`src/rtl/core/cmta_pkg.sv`:
```
// ----------------------------------------------------------------------------
// cmta_pkg: shared types and constants for the color markup converter
// Request structs, action encoding between front and back, character codes.
// ----------------------------------------------------------------------------
package cmta_pkg;

  localparam int QUEUE_DEPTH = 4;
  localparam int CFG_INDEX_W = 4;

  // register indexes
  localparam logic [CFG_INDEX_W-1:0] REG_COLOR_ENABLE   = 4'd0;
  localparam logic [CFG_INDEX_W-1:0] REG_BLINK_SUPPRESS = 4'd1;
  localparam logic [CFG_INDEX_W-1:0] REG_BEEP_SUPPRESS  = 4'd2;
  localparam logic [CFG_INDEX_W-1:0] REG_STRIP_MODE     = 4'd3;

  // action kinds
  localparam logic [2:0] K_LIT   = 3'd0;
  localparam logic [2:0] K_BEEP  = 3'd1;
  localparam logic [2:0] K_LINE  = 3'd2;
  localparam logic [2:0] K_ESC1  = 3'd3;
  localparam logic [2:0] K_BOTH  = 3'd4;
  localparam logic [2:0] K_RESET = 3'd5;
  localparam logic [2:0] K_BLINK = 3'd6;

  // characters
  localparam logic [7:0] CH_AMP   = 8'h26;
  localparam logic [7:0] CH_PLUS  = 8'h2B;
  localparam logic [7:0] CH_MINUS = 8'h2D;
  localparam logic [7:0] CH_EQ    = 8'h3D;
  localparam logic [7:0] CH_STAR  = 8'h2A;
  localparam logic [7:0] CH_B     = 8'h42;
  localparam logic [7:0] CH_HASH  = 8'h23;
  localparam logic [7:0] CH_GT    = 8'h3E;
  localparam logic [7:0] CH_SLASH = 8'h2F;
  localparam logic [7:0] CH_ESC   = 8'h1B;
  localparam logic [7:0] CH_LBR   = 8'h5B;
  localparam logic [7:0] CH_SEMI  = 8'h3B;
  localparam logic [7:0] CH_M     = 8'h6D;
  localparam logic [7:0] CH_ZERO  = 8'h30;
  localparam logic [7:0] CH_ONE   = 8'h31;
  localparam logic [7:0] CH_THREE = 8'h33;
  localparam logic [7:0] CH_FOUR  = 8'h34;
  localparam logic [7:0] CH_FIVE  = 8'h35;
  localparam logic [7:0] CH_CR    = 8'h0D;
  localparam logic [7:0] CH_LF    = 8'h0A;
  localparam logic [7:0] CH_SPACE = 8'h20;
  localparam logic [7:0] CH_BELL  = 8'h07;

  localparam logic [4:0] LEN_ESC1  = 5'd7;
  localparam logic [4:0] LEN_BOTH  = 5'd10;
  localparam logic [4:0] LEN_RESET = 5'd9;
  localparam logic [4:0] LEN_BLINK = 5'd4;
  localparam logic [4:0] LEN_CRLF  = 5'd2;
  localparam logic [4:0] LEN_INDENT = 5'd19;

  typedef struct packed {
    logic [7:0] in_byte;
    logic       end_of_text;
  } in_item_t;

  typedef struct packed {
    logic [7:0] out_byte;
    logic       has_byte;
    logic       end_of_result;
  } out_item_t;

  typedef struct packed {
    logic color_enable;
    logic blink_suppress;
    logic beep_suppress;
    logic strip_mode;
  } cfg_t;

  typedef struct packed {
    logic full;
    logic empty;
  } q_status_t;

  // one decided piece of output, expanded byte by byte in the back end
  typedef struct packed {
    logic [2:0]      kind;
    logic [4:0]      len;
    logic            eot;
    logic [3:0][7:0] lit;
    logic            attr_bold;
    logic [2:0]      fdig;
    logic [2:0]      bdig;
    logic            bg;
  } action_t;

  // {valid, color digit}
  function automatic logic [3:0] color_code(input logic [7:0] x);
    logic [3:0] r;
    r = 4'd0;
    if (x[7:6] == 2'b01) begin
      case (x[4:0])
        5'd2:    r = {1'b1, 3'd4};
        5'd3:    r = {1'b1, 3'd6};
        5'd7:    r = {1'b1, 3'd2};
        5'd12:   r = {1'b1, 3'd0};
        5'd13:   r = {1'b1, 3'd5};
        5'd18:   r = {1'b1, 3'd1};
        5'd23:   r = {1'b1, 3'd7};
        5'd25:   r = {1'b1, 3'd3};
        default: r = 4'd0;
      endcase
    end
    return r;
  endfunction

  function automatic logic [7:0] digit_char(input logic [2:0] d);
    return CH_ZERO | {5'd0, d};
  endfunction

  function automatic logic [7:0] action_byte(input action_t a, input logic [4:0] idx);
    logic [7:0] r;
    logic [7:0] attr;
    r = 8'h00;
    attr = a.attr_bold ? CH_ONE : CH_ZERO;
    case (a.kind)
      K_LIT:  r = a.lit[idx[1:0]];
      K_BEEP: r = CH_BELL;
      K_LINE: begin
        case (idx)
          5'd0:    r = CH_CR;
          5'd1:    r = CH_LF;
          default: r = CH_SPACE;
        endcase
      end
      K_ESC1: begin
        case (idx)
          5'd0:    r = CH_ESC;
          5'd1:    r = CH_LBR;
          5'd2:    r = attr;
          5'd3:    r = CH_SEMI;
          5'd4:    r = a.bg ? CH_FOUR : CH_THREE;
          5'd5:    r = digit_char(a.fdig);
          default: r = CH_M;
        endcase
      end
      K_BOTH: begin
        case (idx)
          5'd0:    r = CH_ESC;
          5'd1:    r = CH_LBR;
          5'd2:    r = attr;
          5'd3:    r = CH_SEMI;
          5'd4:    r = CH_FOUR;
          5'd5:    r = digit_char(a.bdig);
          5'd6:    r = CH_SEMI;
          5'd7:    r = CH_THREE;
          5'd8:    r = digit_char(a.fdig);
          default: r = CH_M;
        endcase
      end
      K_RESET: begin
        case (idx)
          5'd0:    r = CH_ESC;
          5'd1:    r = CH_LBR;
          5'd2:    r = CH_FOUR;
          5'd3:    r = CH_ZERO;
          5'd4:    r = CH_M;
          5'd5:    r = CH_ESC;
          5'd6:    r = CH_LBR;
          5'd7:    r = CH_ZERO;
          default: r = CH_M;
        endcase
      end
      K_BLINK: begin
        case (idx)
          5'd0:    r = CH_ESC;
          5'd1:    r = CH_LBR;
          5'd2:    r = CH_FIVE;
          default: r = CH_M;
        endcase
      end
      default: r = 8'h00;
    endcase
    return r;
  endfunction

endpackage

```
`src/rtl/core/cmta_front.sv`:
```
// ----------------------------------------------------------------------------
// cmta_front: markup classifier
// Holds unfinished code bytes and turns each request into at most one action.
// ----------------------------------------------------------------------------
module cmta_front (
  input  logic                clk,
  input  logic                rst,
  input  cmta_pkg::cfg_t      cfg,
  input  logic                in_valid,
  output logic                in_stall,
  input  cmta_pkg::in_item_t  in_item,
  input  cmta_pkg::q_status_t q_status,
  output logic                push,
  output cmta_pkg::action_t   push_data
);

  logic [1:0]      cnt;
  logic [1:0]      cnt_next;
  logic [2:0][7:0] pend;
  logic [3:0][7:0] buf_b;
  logic [7:0]      b;
  logic            eot;
  logic            esc;
  logic            accept;
  logic [3:0]      cd;
  logic [3:0]      fd;
  cmta_pkg::action_t act;

  assign b        = in_item.in_byte;
  assign eot      = in_item.end_of_text;
  assign esc      = !cfg.strip_mode && cfg.color_enable;
  assign in_stall = q_status.full;
  assign accept   = in_valid && !in_stall;
  assign cd       = cmta_pkg::color_code(b);
  assign fd       = cmta_pkg::color_code(pend[2]);

  // held bytes followed by the new byte
  always_comb begin
    for (int j = 0; j < 4; j++) begin
      buf_b[j] = (j < int'(cnt)) ? pend[j] : b;
    end
  end

  always_comb begin
    logic [4:0] base;
    logic       fail;
    logic       hold_all;
    base     = 5'd0;
    fail     = 1'b0;
    hold_all = 1'b0;
    act      = '0;
    act.kind = cmta_pkg::K_LIT;
    act.lit  = buf_b;
    act.eot  = eot;
    cnt_next = 2'd0;
    case (cnt)
      2'd0: begin
        if (b == cmta_pkg::CH_AMP) hold_all = 1'b1;
        else act.len = 5'd1;
      end
      2'd1: begin
        if (b == cmta_pkg::CH_AMP) begin
          act.len = 5'd1;
        end else if (b == cmta_pkg::CH_PLUS || b == cmta_pkg::CH_MINUS ||
                     b == cmta_pkg::CH_EQ) begin
          hold_all = 1'b1;
        end else if (b == cmta_pkg::CH_STAR) begin
          if (esc) begin
            act.kind = cmta_pkg::K_RESET;
            act.len  = cmta_pkg::LEN_RESET;
          end
        end else if (b == cmta_pkg::CH_B) begin
          if (esc && !cfg.blink_suppress) begin
            act.kind = cmta_pkg::K_BLINK;
            act.len  = cmta_pkg::LEN_BLINK;
          end
        end else if (b == cmta_pkg::CH_HASH) begin
          if (!cfg.strip_mode && !cfg.beep_suppress) begin
            act.kind = cmta_pkg::K_BEEP;
            act.len  = 5'd1;
          end
        end else if ((b == cmta_pkg::CH_GT || b == cmta_pkg::CH_SLASH) &&
                     !cfg.strip_mode) begin
          act.kind = cmta_pkg::K_LINE;
          act.len  = (b == cmta_pkg::CH_GT) ? cmta_pkg::LEN_INDENT : cmta_pkg::LEN_CRLF;
        end else begin
          act.len = 5'd2;
        end
      end
      2'd2: begin
        if (!cd[3]) begin
          fail = 1'b1;
          base = 5'd2;
        end else if (pend[1] == cmta_pkg::CH_EQ) begin
          hold_all = 1'b1;
        end else if (esc) begin
          act.kind      = cmta_pkg::K_ESC1;
          act.len       = cmta_pkg::LEN_ESC1;
          act.attr_bold = !b[5];
          act.fdig      = cd[2:0];
          act.bg        = (pend[1] == cmta_pkg::CH_MINUS);
        end
      end
      default: begin
        if (!cd[3]) begin
          fail = 1'b1;
          base = 5'd3;
        end else if (esc) begin
          act.kind      = cmta_pkg::K_BOTH;
          act.len       = cmta_pkg::LEN_BOTH;
          act.attr_bold = !pend[2][5];
          act.fdig      = fd[2:0];
          act.bdig      = cd[2:0];
        end
      end
    endcase

    // unfinished code: keep it, or flush it literally at end of string
    if (hold_all) begin
      if (eot) act.len = {3'd0, cnt} + 5'd1;
      else cnt_next = cnt + 2'd1;
    end

    // failed code: '&' and the rescanned bytes, a trailing '&' starts a new code
    if (fail) begin
      if (b == cmta_pkg::CH_AMP && !eot) begin
        act.len  = base;
        cnt_next = 2'd1;
      end else begin
        act.len = base + 5'd1;
      end
    end
  end

  assign push      = accept && (act.len != 5'd0 || eot);
  assign push_data = act;

  always_ff @(posedge clk) begin
    if (rst) begin
      cnt <= 2'd0;
    end else if (accept) begin
      cnt <= cnt_next;
    end
  end

  always_ff @(posedge clk) begin
    if (accept) begin
      pend <= buf_b[2:0];
    end
  end

  a_pend_starts_amp: assert property (@(posedge clk) disable iff (rst)
    (cnt != 2'd0) |-> (pend[0] == cmta_pkg::CH_AMP))
    else $error("held code does not start with an ampersand");

  a_full_hold_is_both: assert property (@(posedge clk) disable iff (rst)
    (cnt == 2'd3) |-> (pend[1] == cmta_pkg::CH_EQ && fd[3]))
    else $error("three held bytes that are not an unfinished two-color code");

endmodule

```
`src/rtl/core/cmta_queue.sv`:
```
// ----------------------------------------------------------------------------
// cmta_queue: action queue
// Small FIFO between the classifier and the expander.
// ----------------------------------------------------------------------------
module cmta_queue #(
  parameter int DEPTH = cmta_pkg::QUEUE_DEPTH
) (
  input  logic                clk,
  input  logic                rst,
  input  logic                push,
  input  cmta_pkg::action_t   push_data,
  input  logic                pop,
  output cmta_pkg::action_t   head,
  output cmta_pkg::q_status_t status
);

  localparam int PTR_W = (DEPTH > 1) ? $clog2(DEPTH) : 1;
  localparam int CNT_W = $clog2(DEPTH + 1);
  localparam logic [PTR_W-1:0] LAST = PTR_W'(DEPTH - 1);
  localparam logic [CNT_W-1:0] FULL = CNT_W'(DEPTH);

  cmta_pkg::action_t mem [DEPTH];
  logic [PTR_W-1:0]  wr_ptr;
  logic [PTR_W-1:0]  rd_ptr;
  logic [CNT_W-1:0]  count;

  assign head         = mem[rd_ptr];
  assign status.full  = (count == FULL);
  assign status.empty = (count == '0);

  always_ff @(posedge clk) begin
    if (rst) begin
      wr_ptr <= '0;
      rd_ptr <= '0;
      count  <= '0;
    end else begin
      if (push) wr_ptr <= (wr_ptr == LAST) ? '0 : wr_ptr + 1'b1;
      if (pop)  rd_ptr <= (rd_ptr == LAST) ? '0 : rd_ptr + 1'b1;
      if (push && !pop) count <= count + 1'b1;
      else if (pop && !push) count <= count - 1'b1;
    end
  end

  always_ff @(posedge clk) begin
    if (push) begin
      mem[wr_ptr] <= push_data;
    end
  end

  a_no_overflow: assert property (@(posedge clk) disable iff (rst)
    !(push && status.full && !pop))
    else $error("push into a full action queue");

  a_no_underflow: assert property (@(posedge clk) disable iff (rst)
    !(pop && status.empty))
    else $error("pop from an empty action queue");

endmodule

```
`src/rtl/core/cmta_back.sv`:
```
// ----------------------------------------------------------------------------
// cmta_back: action expander
// Emits queued action bytes to the output register, one per cycle unless stalled.
// ----------------------------------------------------------------------------
module cmta_back (
  input  logic                clk,
  input  logic                rst,
  input  cmta_pkg::action_t   head,
  input  cmta_pkg::q_status_t q_status,
  output logic                pop,
  output logic                out_valid,
  input  logic                out_stall,
  output cmta_pkg::out_item_t out_item
);

  cmta_pkg::action_t cur;
  logic              cur_valid;
  logic [4:0]        idx;
  logic              last;
  logic              adv;
  logic              empty_item;

  assign empty_item = (cur.len == 5'd0);
  assign last       = empty_item || (idx == cur.len - 5'd1);
  assign adv        = cur_valid && (!out_valid || !out_stall);
  assign pop        = !q_status.empty && (!cur_valid || (adv && last));

  always_ff @(posedge clk) begin
    if (rst) begin
      cur_valid <= 1'b0;
      out_valid <= 1'b0;
      idx       <= 5'd0;
    end else begin
      if (adv) out_valid <= 1'b1;
      else if (!out_stall) out_valid <= 1'b0;

      if (pop) begin
        cur_valid <= 1'b1;
        idx       <= 5'd0;
      end else if (adv) begin
        if (last) cur_valid <= 1'b0;
        else idx <= idx + 5'd1;
      end
    end
  end

  always_ff @(posedge clk) begin
    if (pop) cur <= head;
    if (adv) begin
      out_item.out_byte      <= empty_item ? 8'h00 : cmta_pkg::action_byte(cur, idx);
      out_item.has_byte      <= !empty_item;
      out_item.end_of_result <= cur.eot && last;
    end
  end

  a_empty_is_end: assert property (@(posedge clk) disable iff (rst)
    (out_valid && !out_item.has_byte) |-> out_item.end_of_result)
    else $error("byteless result that does not end a string");

  a_idx_in_range: assert property (@(posedge clk) disable iff (rst)
    (cur_valid && !empty_item) |-> (idx < cur.len))
    else $error("expansion index past the action length");

endmodule

```
`src/rtl/core/color_markup_to_ansi_top.sv`:
```
// ----------------------------------------------------------------------------
// color_markup_to_ansi_top: ampersand markup to ANSI escape converter
// Rewrites a byte stream, expanding color and control codes.
// ----------------------------------------------------------------------------
// Input channel (in_valid / in_stall / in_item) takes one text byte per
// request, with end_of_text on the last byte of a string. Output channel
// (out_valid / out_stall / out_item) gives one rewritten byte per request;
// has_byte is 0 only on an end-only request, end_of_result marks the last
// request of a string. Configuration writes (cfg_valid / cfg_ready, always
// ready) set the four mode bits; the user must make them while the block is
// idle, which the block itself does not enforce. The result of an input
// byte is registered in the action queue, the expander's current action and
// the output register. Input is taken every cycle while the action queue has
// room. Output runs at one byte per cycle while out_stall is low: a code
// expands to up to 19 bytes, which hold the expander, and the queue of
// QUEUE_DEPTH actions lets input keep flowing in the meantime. Reset clears
// the held code bytes, the queue and the mode bits. While out_stall is high
// the output request holds and, once the queue fills, in_stall rises.
// ----------------------------------------------------------------------------
module color_markup_to_ansi_top #(
  parameter int QUEUE_DEPTH = cmta_pkg::QUEUE_DEPTH
) (
  input  logic                               clk,
  input  logic                               rst,
  input  logic                               in_valid,
  output logic                               in_stall,
  input  cmta_pkg::in_item_t                 in_item,
  output logic                               out_valid,
  input  logic                               out_stall,
  output cmta_pkg::out_item_t                out_item,
  input  logic                               cfg_valid,
  output logic                               cfg_ready,
  input  logic [cmta_pkg::CFG_INDEX_W-1:0]   cfg_index,
  input  logic                               cfg_data
);

  cmta_pkg::cfg_t      cfg;
  cmta_pkg::q_status_t q_status;
  cmta_pkg::action_t   push_data;
  cmta_pkg::action_t   head;
  logic                push;
  logic                pop;

  assign cfg_ready = 1'b1;

  always_ff @(posedge clk) begin
    if (rst) begin
      cfg <= '0;
    end else if (cfg_valid && cfg_ready) begin
      case (cfg_index)
        cmta_pkg::REG_COLOR_ENABLE:   cfg.color_enable   <= cfg_data;
        cmta_pkg::REG_BLINK_SUPPRESS: cfg.blink_suppress <= cfg_data;
        cmta_pkg::REG_BEEP_SUPPRESS:  cfg.beep_suppress  <= cfg_data;
        cmta_pkg::REG_STRIP_MODE:     cfg.strip_mode     <= cfg_data;
        default: ;
      endcase
    end
  end

  cmta_front u_front (
    .clk       (clk),
    .rst       (rst),
    .cfg       (cfg),
    .in_valid  (in_valid),
    .in_stall  (in_stall),
    .in_item   (in_item),
    .q_status  (q_status),
    .push      (push),
    .push_data (push_data)
  );

  cmta_queue #(
    .DEPTH (QUEUE_DEPTH)
  ) u_queue (
    .clk       (clk),
    .rst       (rst),
    .push      (push),
    .push_data (push_data),
    .pop       (pop),
    .head      (head),
    .status    (q_status)
  );

  cmta_back u_back (
    .clk       (clk),
    .rst       (rst),
    .head      (head),
    .q_status  (q_status),
    .pop       (pop),
    .out_valid (out_valid),
    .out_stall (out_stall),
    .out_item  (out_item)
  );

endmodule

```
`config.mk`:
```
export PLATFORM = sky130hd
export DESIGN_NAME = color_markup_to_ansi_top
export DESIGN_NICKNAME = d
export VERILOG_FILES = /design/src/rtl/core/cmta_pkg.sv /design/src/rtl/core/cmta_front.sv /design/src/rtl/core/cmta_queue.sv /design/src/rtl/core/cmta_back.sv /design/src/rtl/core/color_markup_to_ansi_top.sv
export SDC_FILE = /design/constraint.sdc
export NUM_CORES = 1
export LEC_CHECK = 0
export BUFFER_PORTS_ARGS = -buffer_cell sky130_fd_sc_hd__buf_2
export CAP_MARGIN = 20
export CORE_ASPECT_RATIO = 0.5
export CORE_UTILIZATION = 30
export CTS_BUF_LIST = sky130_fd_sc_hd__clkbuf_8
export CTS_CLUSTER_SIZE = 12
export DETAILED_ROUTE_END_ITERATION = 8
export PLACE_DENSITY_LB_ADDON = 0.12
export SLEW_MARGIN = 10
export SYNTH_ARGS = -nofsm -noshare
export SYNTH_HDL_FRONTEND = slang
export SYNTH_SLANG_ARGS = --single-unit
```
`constraint.sdc`:
```
create_clock -name clk -period 4.55 [get_ports clk]
set_clock_uncertainty 0.1 [all_clocks]
set_input_delay 0.91 -clock clk [delete_from_list [all_inputs] [get_ports clk]]
set_output_delay 0.91 -clock clk [all_outputs]
set_load 0.02 [all_outputs]
```
==> impl_metrics.csv, run 1 <==
group,metric,value,unit
run_status,outcome,"finished, final reports clean",
power,powerDensity,562,nW/µm²
global_route,grt_pass1_wl,49500,µm
logic_synthesis,ys_ff_latch,308,
timing,worstMarginPinSlew,862,ps
setup_path,crit_start,"in_item[3]",
timing,slew_headroom,42.6,%
logic_synthesis,synthCells,839,
global_route,grt-ovfl-total,0,
timing,maxSlewViolCount,0,
detailed_routing,wl,33300,µm
die,fp-row-count,54,
hold_path,min_path_type,"register to register",
setup_path,worst_ep_required_time,4960,ps
clocking,cts_inserted_buffers,48,
layout,fin_nets,949,
detailed_routing,vias_per_cell,4.95,
placed_design,place_congestion,0.843,
die,initial_core_util,30.5,%
logic_synthesis,ys.flop_type,"edfxtp_1",
timing,setup_tns,0,ps
logic_synthesis,synth_area,13400,µm²
setup_path,crit_path_frequent_cell,"ha_1",
setup_path,crit_fanout,15,
timing,clock.fmax,266,MHz
logic_synthesis,ys_types,86,
global_route,grt_max_degree,52,
setup_path,cpPeakStageDelay,430,ps
clocking,clockRootBuffer,"clkbuf_8",
die,io_pins,32,
power,p_leak,4.99,nW
setup_path,r2r-start,"u_front.pend[15]",
logic_synthesis,synthTopCellsByArea,"edfxtp_1, mux4_2, dfxtp_1, ha_1, mux2_2",
clocking,cts_tree,"done",
logic_synthesis,synthArstFlopShare,0,%
layout,drive_above_1_share,24.2,%
timing,min_period,3760,ps
logic_synthesis,syn_avg_cell_area,15.9,µm²
setup_path,crit_type,"primary input to register",
clocking,cts_buffer_depth,3,
setup_path,regToRegSetupSlack,890,ps
die,fp.dieArea,45400,µm²
setup_path,end_kind,"register",
clocking,cts.sinks,308,
global_route,grt.total_usage,15.0,%
hold_path,hold_start,"u_back.cur_valid",
global_route,grt_pass1_vias,7545,
detailed_routing,drtIter0Drc,536,
layout,fill_cells,4193,
placed_design,dp_cells,1445,
logic_synthesis,yosys.area.top_type,"edfxtp_1",
setup_path,critPathArrivalTime,4170,ps
detailed_routing,ant_nets,0,
logic_synthesis,synth.top_cell.area_share,62.7,%
clocking,worstSkewPairLatency,570,ps
power,max-vdd-ir-drop,219,µV
die,die_x,300,µm
logic_synthesis,synth_edf_count,279,
detailed_routing,drc,0,
clocking,clk_pin_slew,80,ps
logic_synthesis,ys_seq_area_share,67.0,%
placed_design,portBuffers,30,
logic_synthesis,synth.most_common_cell,"edfxtp_1",
die,core,43800,µm²
layout,area_growth,13.9,%
detailed_routing,routed-via-count,7582,
setup_path,crit_chain,"buf_2 > nor2b_1 > a32o_1 > o21a_1 > nor2_1 > ha_1 > a211oi_1 > o211ai_1 > a311oi_2 > a41oi_4 > ha_1 > inv_1 > fa_1 > xor2_1 > or3_1 > a21oi_1",
setup_path,slowest_stage,"fa_1",
timing,hold_viol_final,0,
die,chipHeight,151,µm
setup_path,worstSetupStartpointType,"primary input",
clocking,h-tree-depth,2,
timing,min_period_over_period,82.7,%
clocking,post_cts.repair.setup_buffers,0,
placed_design,place_hpwl,21200,µm
clocking,cts_hold_buffers,0,
clocking,post_cts_resized,0,
run,drv_cap,0,
detailed_routing,first_pass_iters,4,
logic_synthesis,yosys-top-cells-count,"edfxtp_1, mux4_2, nor2_1",
global_route,antenna_found_initial,2,
detailed_routing,wl_per_cell,21.8,µm
timing,setup_viol,0,
layout,final_util,34.8,%
logic_synthesis,yosys_warnings,0,
logic_synthesis,synth_fp_nets,880,
layout,fin_cells,1531,
timing,rsz0062_at_grt,"no",
-- power by group --
group / internal (W) / switching, W / total (W)
combinational: 0.000981 / 0.00129 / 0.00228
clock: 0.000995 / 0.00108 / 0.00207
sequential: 0.00383 / 0.000374 / 0.00420
-- per-layer routing --
layer  vias to the layer above  GRT usage, %  wire, µm
li1                       3448             -         -
met1                      3948          22.2     17100
met2                       146          22.4     14300
met3                        40          2.85      1410
met4                         0          3.49       484
met5                         -             0         0
-- cell usage in the layout, fill, tap and decap left out, types with 8 or more instances in the layout --
master	instances
a21oi_1	27
a31oi_1	9
buf_2	30
buf_4	27
clkbuf_8	49
clkinv_1	14
dfxtp_1	27
edfxtp_1	279
ha_1	21
inv_1	40
mux2_2	23
mux2i_1	13
mux4_2	57
nand2_1	43
nand2b_1	14
nand3_1	10
nand4_1	8
nor2_1	44
nor2b_1	13
nor3_1	21
o21ai_0	35
xnor2_1	9
-- final timing paths --
kind         cells past startpoint               end
max                             16  u_queue.count[2]
min                              2  u_back.cur_valid
max reg2reg                     12  u_queue.count[2]
min reg2reg                      2  u_back.cur_valid
-- registers in the layout, indices dropped and copies added, names as in the netlist, named ones only --
signal            flops
u_queue.mem         196
u_back.cur           49
u_front.pend         24
u_back.out_item      10
u_back.idx            5
cfg                   4
u_queue.count         3
u_front.cnt           2
u_queue.rd_ptr        2
u_queue.wr_ptr        2
u_back.cur_valid      1
u_back.out_valid      1
-- worst max-delay path: cells and delay by family --
| family | cells | cell delay [ps] |
|---|---|---|
| AOI/OAI and AO/OA | 7 | 1390 |
| xor gates and xnor gates | 1 | 170 |
| adders and majority gates | 3 | 830 |
| buffers and inverters | 2 | 330 |
| and+or+nand+nor | 3 | 520 |
-- layout make-up --
class                           count  area (µm²)  area share [%]
Antenna cell                        1        2.50          0.0164
Clock buffer                       49         674            4.43
Clock inverter                     35         141           0.929
Inverter                           27         101           0.666
Multi-Input combinational cell    460        4120            27.1
Sequential cell                   308        8960            58.9
Tap cell                          588         736            4.83
Timing Repair Buffer               63         480            3.16
-- through the flow --
stage | cell area (µm²) | setup slack, ps | power, W | hold slack (ps)
2_1_floorplan | 13400 | 264 | 0.00566 | 337
3_3_place_gp | 14400 | 256 | 0.00653 | 379
3_5_place_dp | 14400 | 237 | 0.00654 | 390
4_1_cts | 15200 | 854 | 0.00865 | 399
5_1_grt | 15200 | 596 | 0.00903 | 429
6_report | 15200 | 788 | 0.00855 | 401
-- logic make-up (layout without fill, tap and decap cells) --
group                    after synthesis  in the layout  synth area share, %
XOR/XNOR                              14             14                 1.03
other                                  1              2               0.0281
AND/OR/NAND/NOR                      203            203                 8.27
adder cells (fa/ha/maj)               22             22                 2.12
flip-flops                           308            308                 67.0
multiplexers                          94             94                 12.6
buffers and inverters                 71            174                 2.17
AO/OA/AOI/OAI                        126            126                 6.71
No activity file was read; power rests on OpenSTA's default activity.
==> run 2: changes to the inputs <==
- clock period: 4.55 -> 3.92 ns (I/O delays scaled with it)
==> run 2 against run 1 <==
Cell count increased by 3.5%. Hold slack got worse by 35 ps. Clock power up 24%. Setup slack got worse by 540 ps. Non-clock buffer count is 50 higher. Via count up 1.5%. Total power up 19%. Sequential cell count unchanged. Count of clock-buffer cells in the layout grew 1. Critical endpoint unchanged. First-iteration DRC count down 2.1%. Sequential power up 15%. Critical path depth fell by 3.
==> impl_metrics.csv, run 2 (same netlist as run 1, synthesis figures left out) <==
group,metric,value,unit
timing,rsz0062_at_grt,"no",
global_route,grt-ovfl-total,0,
power,max-vdd-ir-drop,244,µV
clocking,clockRootBuffer,"clkbuf_8",
die,io_pins,32,
timing,setup_viol,0,
run_status,outcome,"finished, final reports clean",
clocking,clk_pin_slew,80,ps
detailed_routing,wl,34200,µm
setup_path,r2r-end,"u_queue.count[2]",
setup_path,worstSetupStartpointType,"register",
clocking,cts_inserted_buffers,47,
setup_path,r2r-start,"u_front.pend[15]",
hold_path,hold_start,"cfg_data",
placed_design,place_congestion,0.828,
power,powerDensity,645,nW/µm²
layout,fin_nets,998,
timing,worstMarginPinSlew,935,ps
layout,drive_above_1_share,29.0,%
die,die_x,300,µm
placed_design,portBuffers,30,
timing,min_period,3680,ps
setup_path,end_kind,"register",
die,fp-row-count,54,
timing,hold_viol_final,0,
clocking,cts_hold_buffers,0,
detailed_routing,wl_per_cell,21.6,µm
timing,setup_tns,0,ps
global_route,grt_pass1_wl,51300,µm
power,p_leak,5.27,nW
die,chipHeight,151,µm
layout,max_flop_register,"u_queue.mem",
run,drv_cap,0,
setup_path,crit_type,"register to register",
timing,clock.fmax,272,MHz
timing,min_period_over_period,93.8,%
layout,largest_reg_flops,196,
detailed_routing,routed-via-count,7698,
detailed_routing,ant_nets,0,
clocking,worstSkewPairLatency,600,ps
power,fin_total_pwr,0.0102,W
layout,area_growth,17.8,%
hold_path,whs_endpoint,"cfg[0]",
die,core,43800,µm²
die,fp.dieArea,45400,µm²
clocking,post_cts.repair.setup_buffers,0,
die,initial_core_util,30.5,%
setup_path,worst-r2r-cell-count,13,
clocking,cts_tree,"done",
detailed_routing,drtIter0Drc,525,
detailed_routing,drc,0,
placed_design,place_hpwl,23400,µm
global_route,grt_pass1_vias,7948,
layout,reg.largest.list,"u_queue.mem x196, u_back.cur x49, u_front.pend x24",
setup_path,worst_ep_required_time,4330,ps
hold_path,holdPathStages,3,
layout,layout_common_cells,"edfxtp_1, buf_4, mux4_2, clkbuf_8, nor2_1",
clocking,cts.sinks,308,
global_route,antenna_found_initial,5,
timing,maxSlewViolCount,0,
setup_path,critPathArrivalTime,4090,ps
layout,final_common_cell,"edfxtp_1",
clocking,cts_buffer_depth,3,
clocking,post_cts_resized,0,
setup_path,crit_fanout,3,
hold_path,min_path_type,"primary input to register",
clocking,h-tree-depth,2,
global_route,grt.total_usage,15.5,%
detailed_routing,first_pass_iters,5,
setup_path,regToRegSetupSlack,240,ps
timing,slew_headroom,37.0,%
global_route,grt_max_degree,40,
detailed_routing,vias_per_cell,4.86,
-- run 2: where the power goes --
part           switching, W  total [W]  leakage (nW)  internal [W]
combinational       0.00155    0.00276          1.98       0.00121
clock               0.00131    0.00256         0.484       0.00126
sequential         0.000393    0.00483          2.81       0.00444
-- run 2: worst max path at each step --
stage / start / cells past startpoint / to
after floorplan: in_item[3] / 16 / u_queue.count[2]
after global placement: in_item[2] / 16 / u_queue.count[2]
after detailed placement: in_item[4] / 14 / u_queue.count[2]
after CTS: u_front.pend[15] / 13 / u_queue.count[2]
after global routing: u_front.pend[15] / 13 / u_queue.count[2]
final: u_front.pend[15] / 13 / u_queue.count[2]
-- run 2: layout make-up --
type                    count  area (µm²)
repair buffers            113         936
inverters                  27         101
clock buffers              50         688
clock inverters            36         190
flip-flops and latches    308        8960
well taps                 588         736
fillers                  4212       28000
multi-input cells         460        4120
diodes                      2        5.00
-- run 2: stage by stage --
step / utilization, % / cell area, µm² / std cells / setup slack [ps] / hold WS (ps)
3_5_place_dp: 33.9 / 14900 / 1496 / -139 / 394
6_report: 35.9 / 15700 / 1584 / 244 / 366
3_3_place_gp: 33.9 / 14900 / 1496 / -132 / 383
5_1_grt: 35.9 / 15700 / 1583 / 47.6 / 342
2_1_floorplan: - / 13400 / 839 / 58.6 / 337
4_1_cts: 35.9 / 15700 / 1582 / 248 / 313
-- run 2: critical path, stage by stage (launching register included) --
cell and delay (ps):
edfxtp_1 400, or2_2 310, nor4_2 450, o2111a_2 320
buf_4 120, o21a_1 180, a22oi_2 140, a41oi_4 210
ha_1 220, inv_1 80, fa_1 440, xor2_1 180
or3_1 310, a21oi_1 140
-- run 2: routing by layer --
metal	wire length (µm)	share of wire, %	global-route usage [%]
met2	15200	45	24.0
met5	0	0	0
met3	1700	5.0	3.53
met1	16700	49	21.9
met4	561	1.6	3.95
